--- src/hw/rtl/bba_pkg.sv ---
// ============================================================================
// bba_pkg
// Shared types and constants of the first-fit bitmap block allocator:
// operation and status codes, field widths and the control state encoding.
// ============================================================================
`default_nettype none

package bba_pkg;

    // field widths of the item channels and the limit register
    localparam int IDX_W    = 15;
    localparam int LIM_W    = 16;
    localparam int STATUS_W = 2;

    // widest map word supported, sets the width of a bit position
    localparam int WORD_BITS_CAP = 64;
    localparam int BIT_W         = $clog2(WORD_BITS_CAP);

    // largest index span that fits the granted index field
    localparam logic [LIM_W-1:0] INDEX_SPAN  = 16'd32768;
    localparam logic [LIM_W-1:0] LIMIT_RESET = 16'd32000;

    // operation codes
    localparam logic OP_ALLOC = 1'b0;
    localparam logic OP_FREE  = 1'b1;

    // status codes
    localparam logic [STATUS_W-1:0] ST_OK    = 2'd0;
    localparam logic [STATUS_W-1:0] ST_FULL  = 2'd1;
    localparam logic [STATUS_W-1:0] ST_RANGE = 2'd2;

    // control states
    typedef enum logic [2:0] {
        S_CLEAR,
        S_IDLE,
        S_SCAN,
        S_AWR,
        S_FDIV,
        S_FRD,
        S_FWR,
        S_HOLD
    } t_state;

    // result of the search inside one map word
    typedef struct packed {
        logic             found;
        logic [BIT_W-1:0] bit_pos;
    } t_find;

endpackage

`default_nettype wire

--- src/hw/rtl/bba_first_clear.sv ---
// ============================================================================
// bba_first_clear
// Finds the lowest clear bit of one map word among the bits that lie below
// the block limit, optionally skipping the reserved block in bit 0.
// ============================================================================
`default_nettype none

module bba_first_clear #(
    parameter int WIDTH = 32
) (
    input  wire logic [WIDTH-1:0]          i_word,
    input  wire logic [bba_pkg::LIM_W-1:0] i_remain,
    input  wire logic                      i_skip0,
    output bba_pkg::t_find                 o_find
);

    logic [WIDTH-1:0] free_bits;

    // candidate bits: clear, below the limit, not the reserved block
    always_comb begin
        for (int b = 0; b < WIDTH; b++) begin
            free_bits[b] = !i_word[b] && (bba_pkg::LIM_W'(b) < i_remain);
        end
        if (i_skip0) begin
            free_bits[0] = 1'b0;
        end
    end

    // lowest candidate wins
    always_comb begin
        o_find.found   = |free_bits;
        o_find.bit_pos = '0;
        for (int b = WIDTH - 1; b >= 0; b--) begin
            if (free_bits[b]) begin
                o_find.bit_pos = bba_pkg::BIT_W'(b);
            end
        end
    end

endmodule

`default_nettype wire

--- config.mk ---
export PLATFORM = sky130hd
export DESIGN_NAME = bba_first_clear
export DESIGN_NICKNAME = d
export VERILOG_FILES = /design/src/hw/rtl/bba_pkg.sv /design/src/hw/rtl/bba_first_clear.sv
export SDC_FILE = /design/constraint.sdc
export NUM_CORES = 1
export LEC_CHECK = 0
export BUFFER_PORTS_ARGS = -buffer_cell sky130_fd_sc_hd__buf_4
export CAP_MARGIN = 5
export CORE_AREA = 2 2 48 95
export DETAILED_ROUTE_END_ITERATION = 10
export DIE_AREA = 0 0 50 97
export PLACE_DENSITY = 0.59
export SYNTH_ARGS = -nofsm -noshare
export SYNTH_HDL_FRONTEND = slang
export SYNTH_SLANG_ARGS = --single-unit
--- constraint.sdc ---
create_clock -name vclk -period 3.15
set_clock_uncertainty 0.15 [all_clocks]
set_input_delay 0.1575 -clock vclk [all_inputs]
set_output_delay 0.1575 -clock vclk [all_outputs]
set_load 0.005 [all_outputs]
## After elaboration in Yosys (flattened, before gate mapping)

Index checks and enable logic that the tools add are counted.
W data, S select, Z words.

| storage, ports and cells | value |
|---|---|
| memory bits (writable) | 0 |
| logic and storage cells | 130 |
| register bits | 0 |
| bits in read-only memories | 0 |
| bits in latches | 0 |
| input port bits | 49 |
| memories | 0 |

| operators by class | value |
|---|---|
| multiplexer cells | 33 |
| multiply operators | 0 |
| $lt $le $gt $ge | 32 |
| bitwise gates (word level) | 0 |
| divide/modulo/power cells | 0 |
| shifts and indexed selects | 0 |
| reductions and logical operators | 65 |
| equality and inequality tests | 0 |
| add/sub/neg operators | 0 |

Operators with widths:

| cell | count |
|---|---|
| $lt A5 B16 Y1 const A | 16 |
| $mux W6 | 31 |
| $lt A4 B16 Y1 const A | 8 |
| $lt A3 B16 Y1 const A | 4 |
| $logic_and A1 B1 Y1 | 32 |
| $logic_not A1 Y1 | 32 |
| $lt A1 B16 Y1 const A | 2 |
| $lt A2 B16 Y1 const A | 2 |
| $reduce_or A32 Y1 | 1 |
| $mux W5 | 1 |
| $mux W1 | 1 |

## Depth between registers and ports, before layout

Gate-level depths: netlist of run 1.

| logic depth | value |
|---|---|
| depth in word-level cells | 34 |
| mapped depth | 9 |
| depth with buffers taken out | 7 |

## Least setup slack after synthesis of run 1

Ideal clock, no wire load.

| timing | value |
|---|---|
| kind | input port to output port |
| from | input i_remain[8] (netlist bit) |
| to | output o_find[6] (netlist bit) |
| cell stages on the path | 7 |
| slack | 829 ps |
| data arrival time | 2014 ps |
| cell sequence | or4_4 nor4_4 buf_6 nand2_4 o22ai_4 nand3_2 or3b_1 |

RTL lines:

| element | line | text |
|---|---|---|
| start: declaration | bba_first_clear.sv:12 | `input wire logic [bba_pkg::LIM_W-1:0] i_remain,` |
| end: declaration | bba_first_clear.sv:14 | `output bba_pkg::t_find o_find` |

==> qor_table.md, run 1 <==
| Group | Parameter | This run |
|:---|:---|:---|
| outcome | Outcome | finished clean |
| power | Internal Pwr Total | 0.0000818 W |
| power | Total design power | 0.000168 W |
| cells and area | Sequential standard cell area | 0 um^2 |
| setup path | Required time worst endpoint | 2.84 ns |
| setup path | Critical path fanouts, max | 9 |
| power | Net Switching | 0.0000858 W |
| synthesis | Cell types occupying the most area after synthesis | sky130_fd_sc_hd__a21oi_1 7.1%, sky130_fd_sc_hd__o21ai_0 5.7%, sky130_fd_sc_hd__nand2_1 5.6%, sky130_fd_sc_hd__a22oi_1 4.6%, sky130_fd_sc_hd__nor3_1 3.5% |
| cells and area | Area of the multi-input gates | 1040 um^2 |
| global route | Number of global-route vias before repair | 1544 |
| synthesis | Number of warnings issued by yosys | 0 |
| timing | Crit path time final | 2.77 ns |
| detailed routing | Routed vias | 1583 |
| cells and area | Fraction of layout instances using a drive strength above 1 | 34.5% |
| cells and area | Final antenna diode count | 0 |
| setup path | Number of buffers and inverters on the critical path | 2 |
| detailed routing | Starting DRT DRC Count | 41 |
| power | Sequential share of power | 0% |
| global route | Number of antenna violations at the first check in global routing | 0 |
| timing | Pin slew with the least headroom to its limit | 0.615 ns |
| die | Num ports | 56 |
| synthesis | Number of unique standard cell types used by synthesis | 54 |
| setup path | Cell at the slowest stage of the critical path | sky130_fd_sc_hd__or4_4 |
| cts | Total setup buffers inserted after CTS | 0 |
| cts | Post-cts gate resize count | 0 |
| cells and area | Final core utilization | 38.8% |
| synthesis | Post-Synthesis Net Count | 226 |
| placement | IO buf count | 55 |
| cells and area | Number of inserted filler cells in the final layout | 465 |
| cells and area | Seq cells | 0 |
| setup path | Type of the worst setup path | input pin to primary output |
| timing | Hold WS | 0.661 ns |
| setup path | Startpoint type of the worst setup path | input pin |
| placement | Post-detail-place hpwl | 3.54 mm |
| global route | GRT Overall Usage | 17.5% |
| die | Floorplan Core Area | 4090 um^2 |
| power | Maximum resistive drop on vdd | 0.0597 mV |
| die | Die ar. | 4850 um^2 |
| power | Power per unit of standard cell area | 106 nW/um^2 |
| cells and area | Area growth syn-to-layout | 40.2% |
| detailed routing | Number of nets with antenna violations after detailed routing | 0 |
| setup path | Arrival time at the worst endpoint | 2.46 ns |
| synthesis | Post-Syn Area | 1130 um^2 |
| timing | # setup viols final | 0 |
| cells and area | Clock Buffer Count | 0 |
| detailed routing | DRT Wirelength | 4.32 mm |
| run | Count of maximum capacitance violations | 0 |
| setup path | CP delay by family, top | simple AND/OR/NAND/NOR gates |
| cells and area | Most used cells in the layout excluding fill and tap cells | 60 x sky130_fd_sc_hd__buf_4, 17 x sky130_fd_sc_hd__nand2_1, 16 x sky130_fd_sc_hd__a21oi_1 |
| timing | Final sum of negative setup slack | 0 ns |
| worst hold path | Hold endpoint | o_find[0] |
| power | Static Leakage | 0.663 nW |
| synthesis | Proportion of netlist area held by the largest area contributor | 7.07% |
| timing | Final number of max-transition violations | 0 |
| timing | Final worst-path cycle share | 87.9% |
| timing | Highest Clock Rate | 361 MHz |
| placement | Final RePlAce weighted congestion | 0.840 |
| global route | Maximum number of pins on one net before global-route repair | 23 |
| setup path | Most prevalent standard cell on the critical path | sky130_fd_sc_hd__buf_4 |
| detailed routing | Pre-Repair DR Iteration Count | 4 |
| setup path | Crit-path cells | buf_4 -> or4_4 -> nor3_4 -> a22oi_1 -> nor2_2 -> nand3_1 -> nor3_1 -> or3b_1 -> buf_4 |
| synthesis | Syn Area/Cell | 6.40 um^2 |
| worst hold path | Class of the tightest hold or removal check | input pin to primary output |
| die | Horizontal extent of the die | 50 um |
| global route | GR Overflow Total | 0 |
| power | Portion of total power attributed to the clock network | 0% |
| cells and area | Nets | 277 |
| detailed routing | Via-per-instance ratio | 5.69 |
| cells and area | Leading cell type in the layout, fill and taps excluded | sky130_fd_sc_hd__buf_4 |
| synthesis | Sequential element share of the synthesized area | 0% |
| setup path | Nature of the critical path endpoint | primary output |
| detailed routing | DRC violations left | 0 |
| timing | Headroom to the max-slew limit | 58.7% |
| worst hold path | Number of instances on the worst hold path | 4 |
| timing | Final number of hold-violating endpoints | 0 |
| detailed routing | Routed len/inst | 15.6 um |
| timing | Setup repair after global routing missed its margin | false |
| die | Starting utilization of the core area | 27.7% |
| cts | Total of hold buffers inserted after clock tree synthesis | 0 |
| power | Switching power share of the total | 51.2% |
| die | # rows | 33 |
| worst hold path | Hold Crit Start | i_word[2] |
| synthesis | Library cell occupying the most area in the post-synthesis netlist | sky130_fd_sc_hd__a21oi_1 |
| setup path | Worst path max stage delay | 0.58 ns |
| die | Vertical die dimension | 97 um |
| power | Gate power share | 100.0% |
| synthesis | Number of cells produced by synthesis | 177 |
| global route | First-pass GRT wire length | 7.00 mm |
==> Yosys cell counts, types with 3 or more instances <==
cell / count
sky130_fd_sc_hd__o41ai_1: 3
sky130_fd_sc_hd__a211oi_1: 3
sky130_fd_sc_hd__nand3_1: 6
sky130_fd_sc_hd__a22o_1: 4
sky130_fd_sc_hd__a31oi_1: 4
sky130_fd_sc_hd__clkbuf_1: 8
sky130_fd_sc_hd__a22oi_1: 7
sky130_fd_sc_hd__nand2_1: 17
sky130_fd_sc_hd__or3b_1: 3
sky130_fd_sc_hd__o211ai_1: 4
sky130_fd_sc_hd__nor2b_1: 6
sky130_fd_sc_hd__nand2b_1: 5
sky130_fd_sc_hd__o22ai_1: 4
sky130_fd_sc_hd__nor2_1: 10
sky130_fd_sc_hd__nor3_1: 8
sky130_fd_sc_hd__inv_1: 9
sky130_fd_sc_hd__o21ai_0: 13
sky130_fd_sc_hd__a21oi_1: 16
==> per-layer routing <==
layer  up-vias  GRT usage, %  wire length, um  share of wire (%)
met5         -             0                0                  0
met1       737          18.8             1550                 36
met3        10          1.08              174                4.0
met2        51          34.4             2450                 57
met4         0          4.91              140                3.2
li1        785             -                -                  -
==> how the worst max path moves through the flow <==
stage	slack, ns	start	end	depth (start not counted)
after global placement	0.43	i_remain[8]	o_find[6]	9
final	0.38	i_remain[8]	o_find[6]	9
after CTS	0.38	i_remain[8]	o_find[6]	9
after detailed placement	0.39	i_remain[8]	o_find[6]	9
after global routing	0.09	i_remain[8]	o_find[6]	8
after floorplan	0.83	i_remain[8]	o_find[6]	7
==> cell families (layout without fill, tap and decap cells) <==
family / after synthesis / after routing / synth area share, %
buffers and inverters: 20 / 69 / 8.29
and+or+nand+nor: 78 / 78 / 42.4
other: 1 / 1 / 0.331
AOI/OAI and AO/OA: 78 / 78 / 48.9
==> power by group through the flow <==
| stage | Sequential (W) | Clock, W | Combinational, W |
|---|---|---|---|
| floorplan | 0 | 0 | 0.0000822 |
| global placement | 0 | 0 | 0.000166 |
| detailed placement | 0 | 0 | 0.000166 |
| CTS | 0 | 0 | 0.000167 |
| global route | 0 | 0 | 0.000182 |
| finish | 0 | 0 | 0.000168 |
==> layout make-up <==
| type | instances | area share (%) |
|---|---|---|
| tap | 52 | 4.10 |
| timing repair buffer | 60 | 28.4 |
| multi-input combinational | 157 | 65.4 |
| inverter | 9 | 2.13 |
==> metrics by stage <==
| stage | cell area [um^2] | std cells | setup WS [ns] |
|---|---|---|---|
| CTS | 1590 | 278 | 0.378 |
| floorplan | 1130 | 177 | 0.829 |
| finish | 1590 | 278 | 0.383 |
| global route | 1590 | 278 | 0.0937 |
| global placement | 1590 | 278 | 0.432 |
| detailed placement | 1590 | 278 | 0.388 |
No activity file was read; power rests on OpenSTA's default activity.
==> run 2, diff against run 1 <==
PLACE_DENSITY = default   (was 0.59)
PLACE_DENSITY_LB_ADDON = 0.2   (was default)
==> qor_table.md, run 2 (synthesis results as in run 1) <==
| Group | Parameter | This run | vs previous |
|:---|:---|:---|:---|
| timing | Pin slew with the least headroom to its limit | 0.594 ns | was 0.615 ns |
| detailed routing | Via-per-instance ratio | 5.69 | about the same |
| placement | Post-detail-place hpwl | 3.46 mm | was 3.54 mm |
| setup path | Critical path fanouts, max | 9 | unchanged |
| die | Num ports | 56 | unchanged |
| worst hold path | Class of the tightest hold or removal check | input pin to primary output | unchanged |
| cts | Total of hold buffers inserted after clock tree synthesis | 0 | unchanged |
| die | Die ar. | 4850 um^2 | unchanged |
| timing | Highest Clock Rate | 362 MHz | was 361 MHz |
| cells and area | Leading cell type in the layout, fill and taps excluded | sky130_fd_sc_hd__buf_4 | unchanged |
| detailed routing | DRC violations left | 0 | unchanged |
| timing | Final number of max-transition violations | 0 | unchanged |
| global route | First-pass GRT wire length | 6.81 mm | was 7.00 mm |
| die | Starting utilization of the core area | 27.7% | unchanged |
| global route | Maximum number of pins on one net before global-route repair | 23 | unchanged |
| die | Horizontal extent of the die | 50 um | unchanged |
| cells and area | Most used cells in the layout excluding fill and tap cells | 60 x sky130_fd_sc_hd__buf_4, 17 x sky130_fd_sc_hd__nand2_1, 16 x sky130_fd_sc_hd__a21oi_1 | unchanged |
| worst hold path | Hold endpoint | o_find[0] | unchanged |
| cells and area | Clock Buffer Count | 0 | unchanged |
| timing | Hold WS | 0.651 ns | was 0.661 ns |
| cells and area | Number of inserted filler cells in the final layout | 453 | was 465 |
| die | Vertical die dimension | 97 um | unchanged |
| worst hold path | Hold Crit Start | i_word[2] | unchanged |
| global route | GR Overflow Total | 0 | unchanged |
| cells and area | Final antenna diode count | 0 | unchanged |
| timing | Final number of hold-violating endpoints | 0 | unchanged |
| outcome | Outcome | finished clean | unchanged |
| run | Count of maximum capacitance violations | 0 | unchanged |
| timing | Setup repair after global routing missed its margin | false | unchanged |
| setup path | Startpoint type of the worst setup path | input pin | unchanged |
| power | Maximum resistive drop on vdd | 0.0716 mV | was 0.0597 mV |
| cells and area | Seq cells | 0 | unchanged |
| cells and area | Area growth syn-to-layout | 40.2% | unchanged |
| global route | Number of antenna violations at the first check in global routing | 0 | unchanged |
| setup path | Required time worst endpoint | 2.84 ns | about the same |
| detailed routing | Routed len/inst | 15.2 um | was 15.6 um |
| detailed routing | Pre-Repair DR Iteration Count | 4 | unchanged |
| setup path | Arrival time at the worst endpoint | 2.45 ns | was 2.46 ns |
| cells and area | Area of the multi-input gates | 1040 um^2 | unchanged |
| detailed routing | Starting DRT DRC Count | 60 | was 41 |
| timing | Final sum of negative setup slack | 0 ns | unchanged |
| cells and area | Fraction of layout instances using a drive strength above 1 | 34.5% | unchanged |
| timing | Crit path time final | 2.76 ns | was 2.77 ns |
| timing | # setup viols final | 0 | unchanged |
| worst hold path | Number of instances on the worst hold path | 4 | unchanged |
| placement | IO buf count | 55 | unchanged |
| cts | Total setup buffers inserted after CTS | 0 | unchanged |
| timing | Headroom to the max-slew limit | 60.1% | was 58.7% |
| power | Static Leakage | 0.663 nW | unchanged |
| setup path | Nature of the critical path endpoint | primary output | unchanged |
| detailed routing | Routed vias | 1581 | was 1583 |
| detailed routing | Number of nets with antenna violations after detailed routing | 0 | unchanged |
| global route | Number of global-route vias before repair | 1502 | was 1544 |
| cells and area | Nets | 277 | unchanged |
| cells and area | Sequential standard cell area | 0 um^2 | unchanged |
| cts | Post-cts gate resize count | 0 | unchanged |
| global route | GRT Overall Usage | 17.2% | was 17.5% |
| timing | Final worst-path cycle share | 87.6% | was 87.9% |
| detailed routing | DRT Wirelength | 4.22 mm | was 4.32 mm |
| die | Floorplan Core Area | 4090 um^2 | unchanged |
| power | Power per unit of standard cell area | 105 nW/um^2 | was 106 nW/um^2 |
| die | # rows | 33 | unchanged |
| setup path | Type of the worst setup path | input pin to primary output | unchanged |
| setup path | Start point of the critical path | i_remain[8] | unchanged |
| placement | Final RePlAce weighted congestion | 0.842 | was 0.840 |
## run 2: cell counts in the layout (fill, tap and decap cells not counted)
No cell type changed its count.
## run 2: power by group
group          internal (W)  switching, W
Sequential                0             0
Combinational     0.0000817     0.0000848
Clock                     0             0
Total             0.0000817     0.0000848
## run 2: worst max-delay path by stage
stage	to	slack, ns
2_1_floorplan	o_find[6]	0.83
3_3_place_gp	o_find[6]	0.41
3_5_place_dp	o_find[6]	0.40
4_1_cts	o_find[6]	0.39
5_1_grt	o_find[6]	0.25
6_report	o_find[6]	0.39
## run 2: per-layer routing
metal | up-vias | track usage [%] | wire length, um
met1 | 743 | 19.1 | 1560
met3 | 6 | 0.772 | 162
met4 | 0 | 2.35 | 70
met2 | 46 | 34.4 | 2440
li1 | 786 | - | -
met5 | - | 0 | 0
## run 2: per-stage QoR
stage          setup slack, ns  power (W)  std cells  utilization [%]  cell area (um^2)
2_1_floorplan            0.829  0.0000822        177                -              1130
3_3_place_gp             0.414   0.000166        278             38.8              1590
3_5_place_dp             0.399   0.000166        278             38.8              1590
4_1_cts                  0.388   0.000167        278             38.8              1590
5_1_grt                  0.246   0.000182        278             38.8              1590
6_report                 0.390   0.000167        278             38.8              1590
## run 2: final cells by class
type	instances	share of cell area, %
Multi-Input combinational cell	157	65.4
Timing Repair Buffer	60	28.4
Tap cell	52	4.10
Inverter	9	2.13
## run 2: worst max-delay path, cell delays in order
cell                      delay, ns
sky130_fd_sc_hd__buf_4         0.12
sky130_fd_sc_hd__or4_4         0.58
sky130_fd_sc_hd__nor3_4        0.43
sky130_fd_sc_hd__a22oi_1       0.17
sky130_fd_sc_hd__nor2_2        0.15
sky130_fd_sc_hd__nand3_1       0.10
sky130_fd_sc_hd__nor3_1        0.25
sky130_fd_sc_hd__or3b_1        0.37
sky130_fd_sc_hd__buf_4         0.14
==> run 3, diff against run 2 <==
ABC_AREA = 1   (was default)
CORE_AREA = 2 2 43 84   (was 2 2 48 95)
DIE_AREA = 0 0 45 86   (was 0 0 50 97)
==> qor_table.md, run 3 <==
| Group | Parameter | This run | vs previous |
|:---|:---|:---|:---|
| outcome | Outcome | finished clean | unchanged |
| timing | Highest Clock Rate | 340 MHz | was 362 MHz |
| setup path | Start point of the critical path | i_remain[8] | unchanged |
| setup path | Type of the worst setup path | input pin to primary output | unchanged |
| setup path | Critical path fanouts, max | 11 | was 9 |
| worst hold path | Hold Crit Start | i_word[3] | was i_word[2] |
| detailed routing | Pre-Repair DR Iteration Count | 4 | unchanged |
| cells and area | Nets | 289 | was 277 |
| global route | Number of antenna violations at the first check in global routing | 0 | unchanged |
| synthesis | Library cell occupying the most area in the post-synthesis netlist | sky130_fd_sc_hd__nand2_1 | was sky130_fd_sc_hd__a21oi_1 |
| detailed routing | DRC violations left | 0 | unchanged |
| synthesis | Number of cells produced by synthesis | 174 | was 177 |
| synthesis | Post-Syn Area | 862 um^2 | was 1130 um^2 |
| timing | Final number of hold-violating endpoints | 0 | unchanged |
| cells and area | Number of inserted filler cells in the final layout | 370 | was 453 |
| detailed routing | DRT Wirelength | 3.36 mm | was 4.22 mm |
| power | Total design power | 0.000138 W | was 0.000167 W |
| cells and area | Sequential standard cell area | 0 um^2 | unchanged |
| cts | Total of hold buffers inserted after clock tree synthesis | 0 | unchanged |
| synthesis | Number of warnings issued by yosys | 0 | unchanged |
| cells and area | Area growth syn-to-layout | 63.1% | was 40.2% |
| power | Static Leakage | 0.759 nW | was 0.663 nW |
| placement | Final RePlAce weighted congestion | 0.871 | was 0.842 |
| setup path | Startpoint type of the worst setup path | input pin | unchanged |
| cells and area | Seq cells | 0 | unchanged |
| cells and area | Leading cell type in the layout, fill and taps excluded | sky130_fd_sc_hd__buf_4 | unchanged |
| timing | Final worst setup slack | 0.210 ns | was 0.390 ns |
| power | Power per unit of standard cell area | 97.8 nW/um^2 | was 105 nW/um^2 |
| global route | First-pass GRT wire length | 4.84 mm | was 6.81 mm |
| synthesis | Number of unique standard cell types used by synthesis | 28 | was 54 |
| synthesis | Most used standard cell by instance count after synthesis | sky130_fd_sc_hd__nand2_1 | unchanged |
| die | Num ports | 56 | unchanged |
| global route | Number of global-route vias before repair | 1181 | was 1502 |
| synthesis | Top post-synthesis cells by count | 64 x sky130_fd_sc_hd__nand2_1, 29 x sky130_fd_sc_hd__nor2_1, 17 x sky130_fd_sc_hd__o21bai_1 | was 17 x sky130_fd_sc_hd__nand2_1, 16 x sky130_fd_sc_hd__a21oi_1, 13 x sky130_fd_sc_hd__o21ai_0 |
| cells and area | Area of the multi-input gates | 811 um^2 | was 1040 um^2 |
| die | Vertical die dimension | 86 um | was 97 um |
| detailed routing | Routed len/inst | 12.5 um | was 15.2 um |
| detailed routing | Routed vias | 1328 | was 1581 |
| die | Starting utilization of the core area | 27.0% | was 27.7% |
| synthesis | Syn Area/Cell | 4.95 um^2 | was 6.40 um^2 |
| die | Horizontal extent of the die | 45 um | was 50 um |
| synthesis | Post-Synthesis Net Count | 223 | was 226 |
| timing | Crit path time final | 2.94 ns | was 2.76 ns |
| timing | Final worst-path cycle share | 93.3% | was 87.6% |
| cells and area | Final antenna diode count | 0 | unchanged |
| placement | Worst setup slack after placement | 0.230 ns | was 0.399 ns |
| synthesis | Cell types occupying the most area after synthesis | sky130_fd_sc_hd__nand2_1 28%, sky130_fd_sc_hd__o21bai_1 15%, sky130_fd_sc_hd__nor2_1 13%, sky130_fd_sc_hd__inv_1 7.0%, sky130_fd_sc_hd__a21oi_1 4.1% | was sky130_fd_sc_hd__a21oi_1 7.1%, sky130_fd_sc_hd__o21ai_0 5.7%, sky130_fd_sc_hd__nand2_1 5.6%, sky130_fd_sc_hd__a22oi_1 4.6%, sky130_fd_sc_hd__nor3_1 3.5% |
| setup path | Required time worst endpoint | 2.84 ns | about the same |
| cells and area | Fraction of layout instances using a drive strength above 1 | 35.7% | was 34.5% |
| setup path | Arrival time at the worst endpoint | 2.63 ns | was 2.45 ns |
| die | # rows | 29 | was 33 |
| global route | GRT Overall Usage | 16.3% | was 17.2% |
| cells and area | Clock Buffer Count | 0 | unchanged |
| synthesis | Sequential element share of the synthesized area | 0% | unchanged |
| die | Die ar. | 3870 um^2 | was 4850 um^2 |
| timing | Final number of max-transition violations | 0 | unchanged |
| detailed routing | Number of nets with antenna violations after detailed routing | 0 | unchanged |
| die | Floorplan Core Area | 3190 um^2 | was 4090 um^2 |
| placement | IO buf count | 55 | unchanged |
| power | Maximum resistive drop on vdd | 0.0459 mV | was 0.0716 mV |
| detailed routing | Starting DRT DRC Count | 23 | was 60 |
| cells and area | Most used cells in the layout excluding fill and tap cells | 65 x sky130_fd_sc_hd__buf_4, 63 x sky130_fd_sc_hd__nand2_1, 29 x sky130_fd_sc_hd__nor2_1 | was 60 x sky130_fd_sc_hd__buf_4, 17 x sky130_fd_sc_hd__nand2_1, 16 x sky130_fd_sc_hd__a21oi_1 |
| global route | GR Overflow Total | 0 | unchanged |
| synthesis | Proportion of netlist area held by the largest area contributor | 27.9% | was 7.07% |
| setup path | Nature of the critical path endpoint | primary output | unchanged |
| placement | Post-detail-place hpwl | 2.77 mm | was 3.46 mm |
| run | Count of maximum capacitance violations | 0 | unchanged |
| global route | Maximum number of pins on one net before global-route repair | 16 | was 23 |
| detailed routing | Via-per-instance ratio | 4.94 | was 5.69 |
| timing | # setup viols final | 0 | unchanged |
| worst hold path | Class of the tightest hold or removal check | input pin to primary output | unchanged |
[run 3: changes by cell type after synthesis, moves of 5 or more]
| cell | before | now |
|---|---|---|
| sky130_fd_sc_hd__nor2b_1 | 6 | 0 |
| sky130_fd_sc_hd__a21oi_1 | 16 | 7 |
| sky130_fd_sc_hd__nor3_1 | 8 | 2 |
| sky130_fd_sc_hd__o21ai_0 | 13 | 5 |
| sky130_fd_sc_hd__clkbuf_1 | 8 | 0 |
| sky130_fd_sc_hd__inv_1 | 9 | 16 |
| sky130_fd_sc_hd__nand2_1 | 17 | 64 |
| sky130_fd_sc_hd__a22oi_1 | 7 | 0 |
| sky130_fd_sc_hd__nor2_1 | 10 | 29 |
| sky130_fd_sc_hd__nand2b_1 | 5 | 0 |
| sky130_fd_sc_hd__o21bai_1 | 2 | 17 |
[run 3: power breakdown]
group / switching, W / internal (W) / leakage, nW
clock: 0 / 0 / 0
combinational: 0.0000644 / 0.0000732 / 0.759
sequential: 0 / 0 / 0
total: 0.0000644 / 0.0000732 / 0.759
[run 3: kinds of logic after synthesis]
logic type | Yosys count | share of synthesized area (%)
buffers and inverters | 20 | 9.43
AOI/OAI and AO/OA | 43 | 34.0
other | 1 | 0.435
and+or+nand+nor | 110 | 56.2
[run 3: layout make-up]
| cell class | count | area share (%) |
|---|---|---|
| tap | 31 | 2.76 |
| inverter | 17 | 4.54 |
| timing repair buffer | 66 | 35.1 |
| multi-input combinational | 155 | 57.7 |
[run 3: stage by stage]
step           setup TNS (ns)  utilization, %  hold slack, ns  cell area (um^2)  cells
2_1_floorplan               0               -           0.358               862    174
3_3_place_gp                0            40.6           0.587              1300    257
3_5_place_dp                0            40.6           0.593              1300    257
4_1_cts                     0            40.6           0.591              1300    257
5_1_grt               -0.0617            44.0           0.604              1410    269
6_report                    0            44.0           0.580              1410    269
[run 3: final timing paths]
kind,to,slack [ns],depth (start not counted)
worst max-delay path,o_find[0],0.21,26
worst min-delay path,o_find[1],0.58,5
[run 3: routing by layer]
| metal | routed length (um) | vias up | GRT usage [%] |
|---|---|---|---|
| met5 | 0 | - | 0 |
| met4 | 116 | 0 | 5.08 |
| met3 | 151 | 8 | 0.421 |
| met2 | 2000 | 49 | 34.7 |
| met1 | 1090 | 578 | 14.5 |
| li1 | - | 693 | - |
[run 3: critical path: stages]
cell	delay, ns
sky130_fd_sc_hd__buf_4	0.10
sky130_fd_sc_hd__nor2_1	0.09
sky130_fd_sc_hd__nand2_1	0.10
sky130_fd_sc_hd__nor2_4	0.21
sky130_fd_sc_hd__nand2_8	0.11
sky130_fd_sc_hd__nor2_8	0.16
sky130_fd_sc_hd__clkbuf_2	0.19
sky130_fd_sc_hd__buf_4	0.13
sky130_fd_sc_hd__inv_1	0.14
sky130_fd_sc_hd__a21oi_1	0.19
sky130_fd_sc_hd__or2_2	0.14
sky130_fd_sc_hd__nand2_1	0.05
sky130_fd_sc_hd__nand2_1	0.05
sky130_fd_sc_hd__nand2_1	0.05
sky130_fd_sc_hd__nand2_1	0.05
sky130_fd_sc_hd__nand2_1	0.05
sky130_fd_sc_hd__nand2_1	0.05
sky130_fd_sc_hd__nand2_1	0.04
sky130_fd_sc_hd__nand2_1	0.05
sky130_fd_sc_hd__nand2_1	0.04
sky130_fd_sc_hd__nand2_1	0.05
sky130_fd_sc_hd__nand2_1	0.05
sky130_fd_sc_hd__nand2_1	0.06
sky130_fd_sc_hd__nand2_1	0.05
sky130_fd_sc_hd__a21oi_2	0.12
sky130_fd_sc_hd__buf_4	0.12
[run 3: timing repair]
action | CTS | global route
resized for setup | 0 | 3
buffers inserted | 0 | 11
endpoints found under the setup margin | 0 | 1
